`src/hw/rtl/tmic_pkg.sv`:
```
`timescale 1ns / 1ps
// ----------------------------------------------------------------------------
// tmic_pkg: shared types and constants of the trimmed mean ID classifier
// Holds the group statistics word passed from the front end to the back end,
// the level thresholds with their class codes, and the classification function.
// ----------------------------------------------------------------------------
package tmic_pkg;

    // Field widths fixed by the interface.
    localparam int SAMPLE_W = 10;
    localparam int SUM_W    = 14;
    localparam int CLASS_W  = 5;
    localparam int INDEX_W  = 4;

    // Samples per group. The index of the last sample closes the group.
    localparam int GROUP_SIZE = 10;
    localparam logic [INDEX_W-1:0] LAST_INDEX = INDEX_W'(GROUP_SIZE - 1);

    // Running minimum starts at full scale.
    localparam logic [SAMPLE_W-1:0] MIN_INIT = '1;

    // Descending chain of strict thresholds and the class each one selects.
    localparam int THRESH_COUNT = 23;
    localparam logic [SAMPLE_W-1:0] LEVEL_BOUND [0:THRESH_COUNT-1] = '{
        10'd1010, 10'd970, 10'd950, 10'd930, 10'd900, 10'd875, 10'd800,
        10'd766,  10'd720, 10'd670, 10'd620, 10'd590, 10'd530, 10'd500,
        10'd480,  10'd465, 10'd422, 10'd405, 10'd379, 10'd345, 10'd305,
        10'd270,  10'd207
    };
    localparam logic [CLASS_W-1:0] BOUND_CLASS [0:THRESH_COUNT-1] = '{
        5'd0,  5'd1,  5'd2,  5'd3,  5'd4,  5'd5,  5'd6,  5'd7,
        5'd8,  5'd9,  5'd10, 5'd11, 5'd12, 5'd13, 5'd14, 5'd2,
        5'd15, 5'd16, 5'd17, 5'd2,  5'd18, 5'd19, 5'd20
    };

    // Class for levels at or below the lowest threshold: the shared other kind.
    localparam logic [CLASS_W-1:0] LOW_CLASS = 5'd2;

    // Statistics of one completed group.
    typedef struct packed {
        logic [SUM_W-1:0]    sum;
        logic [SAMPLE_W-1:0] max;
        logic [SAMPLE_W-1:0] min;
    } group_stats_t;

    // The first threshold that the level exceeds picks the class. The compares
    // are independent; the loop only builds a priority select.
    function automatic logic [CLASS_W-1:0] classify(input logic [SAMPLE_W-1:0] level);
        logic [CLASS_W-1:0] result;
        result = LOW_CLASS;
        for (int i = THRESH_COUNT - 1; i >= 0; i--) begin
            if (level > LEVEL_BOUND[i]) begin
                result = BOUND_CLASS[i];
            end
        end
        return result;
    endfunction

endpackage

```
`src/hw/rtl/tmic_front.sv`:
```
`timescale 1ns / 1ps
// ----------------------------------------------------------------------------
// tmic_front: sample accumulator
// Keeps the running sum, maximum and minimum of the current group and hands
// the statistics of each completed group to the queue.
// ----------------------------------------------------------------------------
module tmic_front (
    input  logic                                 aclk,
    input  logic                                 aresetn,
    input  logic                                 s_valid,
    output logic                                 s_ready,
    input  logic [tmic_pkg::SAMPLE_W-1:0]        s_sample,
    output logic                                 push,
    output tmic_pkg::group_stats_t               push_data,
    input  logic                                 q_full
);

    logic [tmic_pkg::INDEX_W-1:0]  index_reg, index_next;
    logic [tmic_pkg::SUM_W-1:0]    sum_reg, sum_next;
    logic [tmic_pkg::SAMPLE_W-1:0] max_reg, max_next;
    logic [tmic_pkg::SAMPLE_W-1:0] min_reg, min_next;

    logic [tmic_pkg::SUM_W-1:0]    sum_add;
    logic [tmic_pkg::SAMPLE_W-1:0] max_upd;
    logic [tmic_pkg::SAMPLE_W-1:0] min_upd;
    logic                          last_sample;
    logic                          accept;

    // Statistics including the incoming word.
    assign sum_add = sum_reg + tmic_pkg::SUM_W'(s_sample);
    assign max_upd = (s_sample >= max_reg) ? s_sample : max_reg;
    assign min_upd = (s_sample <= min_reg) ? s_sample : min_reg;

    // Only the word that closes a group needs room in the queue.
    assign last_sample = (index_reg == tmic_pkg::LAST_INDEX);
    assign s_ready     = !last_sample || !q_full;
    assign accept      = s_valid && s_ready;

    assign push           = accept && last_sample;
    assign push_data.sum  = sum_add;
    assign push_data.max  = max_upd;
    assign push_data.min  = min_upd;

    // Next state: accumulate, or clear once the group is complete.
    always_comb begin
        index_next = index_reg;
        sum_next   = sum_reg;
        max_next   = max_reg;
        min_next   = min_reg;
        if (accept) begin
            if (last_sample) begin
                index_next = '0;
                sum_next   = '0;
                max_next   = '0;
                min_next   = tmic_pkg::MIN_INIT;
            end else begin
                index_next = index_reg + 1'b1;
                sum_next   = sum_add;
                max_next   = max_upd;
                min_next   = min_upd;
            end
        end
    end

    // Running state registers.
    always_ff @(posedge aclk) begin
        if (!aresetn) begin
            index_reg <= '0;
            sum_reg   <= '0;
            max_reg   <= '0;
            min_reg   <= tmic_pkg::MIN_INIT;
        end else begin
            index_reg <= index_next;
            sum_reg   <= sum_next;
            max_reg   <= max_next;
            min_reg   <= min_next;
        end
    end

endmodule

```
`src/hw/rtl/tmic_queue.sv`:
```
`timescale 1ns / 1ps
// ----------------------------------------------------------------------------
// tmic_queue: group statistics queue
// A short first-in first-out queue that decouples the accumulator from the
// classifier so that each side can stall on its own.
// ----------------------------------------------------------------------------
module tmic_queue #(
    parameter int DEPTH = 2
) (
    input  logic                    aclk,
    input  logic                    aresetn,
    input  logic                    push,
    input  tmic_pkg::group_stats_t  push_data,
    output logic                    full,
    input  logic                    pop,
    output logic                    empty,
    output tmic_pkg::group_stats_t  head
);

    localparam int PTR_W = (DEPTH > 1) ? $clog2(DEPTH) : 1;
    localparam int CNT_W = $clog2(DEPTH + 1);
    localparam logic [PTR_W-1:0] LAST_PTR = PTR_W'(DEPTH - 1);
    localparam logic [CNT_W-1:0] FULL_CNT = CNT_W'(DEPTH);

    tmic_pkg::group_stats_t  entry_reg [0:DEPTH-1];
    logic [PTR_W-1:0]        wr_ptr_reg, wr_ptr_next;
    logic [PTR_W-1:0]        rd_ptr_reg, rd_ptr_next;
    logic [CNT_W-1:0]        count_reg, count_next;
    logic                    do_push;
    logic                    do_pop;

    assign full    = (count_reg == FULL_CNT);
    assign empty   = (count_reg == '0);
    assign do_push = push && !full;
    assign do_pop  = pop && !empty;
    assign head    = entry_reg[rd_ptr_reg];

    // Pointer and fill count updates.
    always_comb begin
        wr_ptr_next = wr_ptr_reg;
        rd_ptr_next = rd_ptr_reg;
        count_next  = count_reg;
        if (do_push) begin
            wr_ptr_next = (wr_ptr_reg == LAST_PTR) ? '0 : wr_ptr_reg + 1'b1;
        end
        if (do_pop) begin
            rd_ptr_next = (rd_ptr_reg == LAST_PTR) ? '0 : rd_ptr_reg + 1'b1;
        end
        if (do_push && !do_pop) begin
            count_next = count_reg + 1'b1;
        end else if (do_pop && !do_push) begin
            count_next = count_reg - 1'b1;
        end
    end

    // Control registers.
    always_ff @(posedge aclk) begin
        if (!aresetn) begin
            wr_ptr_reg <= '0;
            rd_ptr_reg <= '0;
            count_reg  <= '0;
        end else begin
            wr_ptr_reg <= wr_ptr_next;
            rd_ptr_reg <= rd_ptr_next;
            count_reg  <= count_next;
        end
    end

    // Entry storage.
    always_ff @(posedge aclk) begin
        if (do_push) begin
            entry_reg[wr_ptr_reg] <= push_data;
        end
    end

endmodule

```
`src/hw/rtl/tmic_back.sv`:
```
`timescale 1ns / 1ps
// ----------------------------------------------------------------------------
// tmic_back: trimmed mean and classifier
// Takes one group's statistics from the queue, removes one maximum and one
// minimum, divides by eight, classifies the level and holds the result word.
// ----------------------------------------------------------------------------
module tmic_back (
    input  logic                             aclk,
    input  logic                             aresetn,
    input  logic                             q_empty,
    input  tmic_pkg::group_stats_t           q_head,
    output logic                             q_pop,
    output logic                             m_valid,
    input  logic                             m_ready,
    output logic [tmic_pkg::CLASS_W-1:0]     m_device_class,
    output logic [tmic_pkg::SAMPLE_W-1:0]    m_average_level
);

    logic                          valid_reg, valid_next;
    logic [tmic_pkg::CLASS_W-1:0]  class_reg;
    logic [tmic_pkg::SAMPLE_W-1:0] level_reg;
    logic [tmic_pkg::SUM_W-1:0]    trimmed;
    logic [tmic_pkg::SAMPLE_W-1:0] level;
    logic                          load;

    // The trimmed sum never exceeds eight full-scale samples, so the level
    // is bits 12..3 of it.
    assign trimmed = q_head.sum - tmic_pkg::SUM_W'(q_head.max)
                                - tmic_pkg::SUM_W'(q_head.min);
    assign level   = trimmed[tmic_pkg::SAMPLE_W+2:3];

    // Load a new result when the output register is free or being drained.
    assign load  = !q_empty && (!valid_reg || m_ready);
    assign q_pop = load;

    always_comb begin
        valid_next = valid_reg;
        if (load) begin
            valid_next = 1'b1;
        end else if (m_ready) begin
            valid_next = 1'b0;
        end
    end

    // Output valid flag.
    always_ff @(posedge aclk) begin
        if (!aresetn) begin
            valid_reg <= 1'b0;
        end else begin
            valid_reg <= valid_next;
        end
    end

    // Output payload.
    always_ff @(posedge aclk) begin
        if (load) begin
            class_reg <= tmic_pkg::classify(level);
            level_reg <= level;
        end
    end

    assign m_valid         = valid_reg;
    assign m_device_class  = class_reg;
    assign m_average_level = level_reg;

endmodule

```
`src/hw/rtl/trimmed_mean_id_classifier.sv`:
```
`timescale 1ns / 1ps
// ----------------------------------------------------------------------------
// trimmed_mean_id_classifier: module identification voltage classifier
// Averages groups of ten converter samples with one maximum and one minimum
// removed, and sorts the level into a module class code.
// ----------------------------------------------------------------------------
// The block takes one 10-bit sample word per clock cycle, with no gaps needed
// between groups: the accumulator updates its sum, maximum and minimum with
// each accepted sample. Every tenth sample produces one result word with the
// class code and the trimmed mean level, computed from the queued statistics
// and registered at the output. A queue of QUEUE_DEPTH group entries sits between
// the accumulator and the classifier, so the input keeps flowing while results
// wait on m_ready; the input stalls only on a closing sample when that queue is
// full. Class 0 means nothing attached, and levels of 207 or less give class 2.
// ----------------------------------------------------------------------------
module trimmed_mean_id_classifier #(
    parameter int QUEUE_DEPTH = 2
) (
    input  logic                             aclk,
    input  logic                             aresetn,
    input  logic                             s_valid,
    output logic                             s_ready,
    input  logic [tmic_pkg::SAMPLE_W-1:0]    s_sample,
    output logic                             m_valid,
    input  logic                             m_ready,
    output logic [tmic_pkg::CLASS_W-1:0]     m_device_class,
    output logic [tmic_pkg::SAMPLE_W-1:0]    m_average_level
);

    logic                    push;
    tmic_pkg::group_stats_t  push_data;
    logic                    q_full;
    logic                    q_pop;
    logic                    q_empty;
    tmic_pkg::group_stats_t  q_head;

    // Sample accumulator.
    tmic_front u_front (
        .aclk      (aclk),
        .aresetn   (aresetn),
        .s_valid   (s_valid),
        .s_ready   (s_ready),
        .s_sample  (s_sample),
        .push      (push),
        .push_data (push_data),
        .q_full    (q_full)
    );

    // Queue of completed groups.
    tmic_queue #(
        .DEPTH (QUEUE_DEPTH)
    ) u_queue (
        .aclk      (aclk),
        .aresetn   (aresetn),
        .push      (push),
        .push_data (push_data),
        .full      (q_full),
        .pop       (q_pop),
        .empty     (q_empty),
        .head      (q_head)
    );

    // Trimmed mean, classification and output register.
    tmic_back u_back (
        .aclk            (aclk),
        .aresetn         (aresetn),
        .q_empty         (q_empty),
        .q_head          (q_head),
        .q_pop           (q_pop),
        .m_valid         (m_valid),
        .m_ready         (m_ready),
        .m_device_class  (m_device_class),
        .m_average_level (m_average_level)
    );

endmodule
```
`config.mk`:
```
export PLATFORM = sky130hd
export DESIGN_NAME = trimmed_mean_id_classifier
export DESIGN_NICKNAME = d
export VERILOG_FILES = /design/src/hw/rtl/tmic_pkg.sv /design/src/hw/rtl/tmic_front.sv /design/src/hw/rtl/tmic_queue.sv /design/src/hw/rtl/tmic_back.sv /design/src/hw/rtl/trimmed_mean_id_classifier.sv
export SDC_FILE = /design/constraint.sdc
export NUM_CORES = 1
export LEC_CHECK = 0
export ABC_AREA = 0
export BUFFER_PORTS_ARGS = -buffer_cell sky130_fd_sc_hd__buf_4
export CAP_MARGIN = 5
export CORE_ASPECT_RATIO = 0.6
export CORE_UTILIZATION = 60
export CTS_CLUSTER_DIAMETER = 100
export CTS_CLUSTER_SIZE = 10
export DETAILED_ROUTE_END_ITERATION = 12
export MAX_ROUTING_LAYER = met4
export PLACE_DENSITY = 0.78
export SLEW_MARGIN = 30
export SYNTH_ARGS = -nofsm -noshare
export SYNTH_HDL_FRONTEND = slang
export SYNTH_HIERARCHICAL = 1
export SYNTH_SLANG_ARGS = --single-unit
```
`constraint.sdc`:
```
create_clock -name aclk -period 8.5 [get_ports aclk]
set_input_delay 1.275 -clock aclk [delete_from_list [all_inputs] [get_ports aclk]]
set_output_delay 1.275 -clock aclk [all_outputs]
set_load 0.02 [all_outputs]
```
==> metrics.md <==
| Metric | Value |
|---|---|
| First-pass GRT wire length | `26.8 mm` |
| Maxcap violations | `0` |
| Switching Share | `0.259` |
| Total CTS buffers | `17` |
| Startpoint Class | `flop` |
| Die width | `146 µm` |
| Drt wl/cell | `18.9 µm` |
| GRT Total Usage | `0.283` |
| VDD IR max | `0.157 mV` |
| RSZ-0062 raised after global routing | `false` |
| Final Cycle Share | `0.550` |
| Critical path type | `flop to flop` |
| Dpl hpwl | `11.8 mm` |
| Share of layout cells above drive strength 1 | `0.230` |
| DR DRC count | `0` |
| Outcome | `complete, no violations` |
| CTS clk-pin slew, worst paths | `60 ps` |
| Worst rel slew slack | `0.476` |
| CTS root buf | `clkbuf_16` |
| Htree depth | `4` |
| Area grow syn2layout | `11.9%` |
| Crit path arrival time | `4840 ps` |
| Initial antenna violation count | `0` |
| Internal Pwr Total | `0.00118 W` |
| Vias in the first global route | `5129` |
| Mapped Area | `0.00749 mm²` |
| Worst Tran Pin Value | `784 ps` |
| Clock sinks | `124` |
| Max-slew violations | `0` |
| Total grt overflow | `0` |
| Final nets | `771` |
| Die Height | `88.6 µm` |
| Post-CTS Setup Inserts | `0` |
| Final Non-Filler Cells | `883` |
| Power Density | `190 mW/mm²` |
| Synth Warn # | `6` |
| Io pins | `31` |
| Placed Instances | `851` |
| Crit path max fanout | `33` |
| Max clock buf depth | `2` |
| CTS tree | `yes` |
| IO buf count | `30` |
| WP data required | `8660 ps` |
| Largest register FFs | `66` |
| Antenna diodes | `0` |
| Post_cts resized | `0` |
| Mapped Cells | `678` |
| Tot Pwr | `0.00159 W` |
| Drt pass-1 iters | `5` |
| Combinational cell fraction of total power | `0.124` |
| Syn Area/Cell | `11.1 µm²` |
| Net Count, Synth | `744` |
| Remaining antenna violation count | `0` |
| Sequential share of power | `0.425` |
| Post-route clock skew | `9.68 ps` |
| Leak pwr | `3.28 nW` |
| Vias post-DR | `5464` |
| Hold Crit Class | `flop to flop` |
| Vias/cell | `6.19` |
| Total Neg Setup Slack | `0 ps` |
| Final Setup Violations | `0` |
| Die Area | `0.0130 mm²` |
| Clock Power Share | `0.451` |
| Fmax | `0.214 GHz` |
| DR iter-0 viols | `446` |
| Initial Util | `0.619` |
| Core area | `0.0121 mm²` |
| Hold buffers post-CTS | `0` |
| Row count | `31` |
| Final Hold Fails | `0` |
| Final min period | `4680 ps` |
| Largest net degree at the start of global routing | `35` |
| Drt total wl | `16.7 mm` |
| Gpl congestion | `0.896` |
| Latest clock arrival within the worst-skew pair | `420 ps` |
| Psw | `0.000413 W` |
| Crit end category | `flop` |
[per-layer routing]
metal / routed length (µm) / global-route usage
met5: 0 / -
met4: 186 / 0.108
met3: 1470 / 0.0639
met2: 7040 / 0.404
met1: 8010 / 0.393
[layout make-up]
cell class | count | area, µm²
repair buffers | 34 | 255
inverters | 59 | 224
clock inverters | 12 | 109
flip-flops and latches | 124 | 3290
well taps | 165 | 206
multi-input cells | 469 | 3810
fillers | 879 | 3710
clock buffers | 20 | 489
[power groups by stage]
stage / clock network [W] / logic (W) / registers (W)
final: 0.000719 / 0.000197 / 0.000678
after global routing: 0.000752 / 0.000212 / 0.000679
after CTS: 0.000727 / 0.000190 / 0.000677
after detailed placement: 0 / 0.000188 / 0.000690
after global placement: 0 / 0.000178 / 0.000689
after floorplan: 0 / 0.000137 / 0.000686
[placed cells by master, fill, tap and decap left out, types with 4 or more instances in the layout]
| cell | instances |
|---|---|
| xnor2_1 | 14 |
| fa_1 | 10 |
| nand4_1 | 7 |
| a21oi_1 | 29 |
| a31oi_1 | 12 |
| a21o_1 | 4 |
| inv_2 | 4 |
| buf_4 | 34 |
| nor2_1 | 37 |
| a22oi_1 | 5 |
| clkinv_2 | 4 |
| nor3_2 | 10 |
| clkbuf_16 | 19 |
| a211oi_1 | 6 |
| nor3_1 | 13 |
| nand2_1 | 41 |
| a41oi_1 | 4 |
| o21ai_1 | 10 |
| dfxtp_1 | 43 |
| xor2_1 | 6 |
| clkinv_4 | 4 |
| and2_1 | 7 |
| nor2b_1 | 12 |
| o21a_1 | 7 |
| mux2_2 | 40 |
| o31ai_1 | 9 |
| nand2b_1 | 5 |
| nand3_1 | 18 |
| inv_1 | 54 |
| edfxtp_1 | 81 |
| nand2_2 | 4 |
| ha_1 | 42 |
| xor2_2 | 4 |
| o21ai_0 | 30 |
[critical path, cell delays in order (launching register included)]
cell	delay (ps)
dfxtp_1	310
buf_4	370
mux2_2	390
inv_1	80
fa_1	430
ha_1	420
a21oi_1	300
nand2_1	120
o21ai_1	250
xor2_2	480
inv_1	240
nor3_4	300
nand4_1	150
a41oi_1	250
nor2b_1	80
o31a_1	240
[path summary, 6_finish.rpt]
path                                    startpoint                        to  slack [ps]  cells past startpoint
worst max-delay path                          flop  u_back/m_device_class[1]        3820                     15
worst min-delay path            u_front/sum_reg[9]        u_front/sum_reg[9]         460                      2
worst min register to register  u_front/sum_reg[9]        u_front/sum_reg[9]         460                      2
worst max register to register                flop  u_back/m_device_class[1]        3820                     15
[per-stage QoR]
stage | utilization | hold WS [ps] | area, µm² | setup WS [ps]
floorplan | - | 434 | 7490 | 4540
global placement | 0.641 | 447 | 7760 | 3820
detailed placement | 0.642 | 449 | 7770 | 3710
CTS | 0.691 | 456 | 8360 | 3620
global route | 0.693 | 477 | 8390 | 3460
finish | 0.693 | 460 | 8390 | 3820
(Power assumes the default switching activity.)
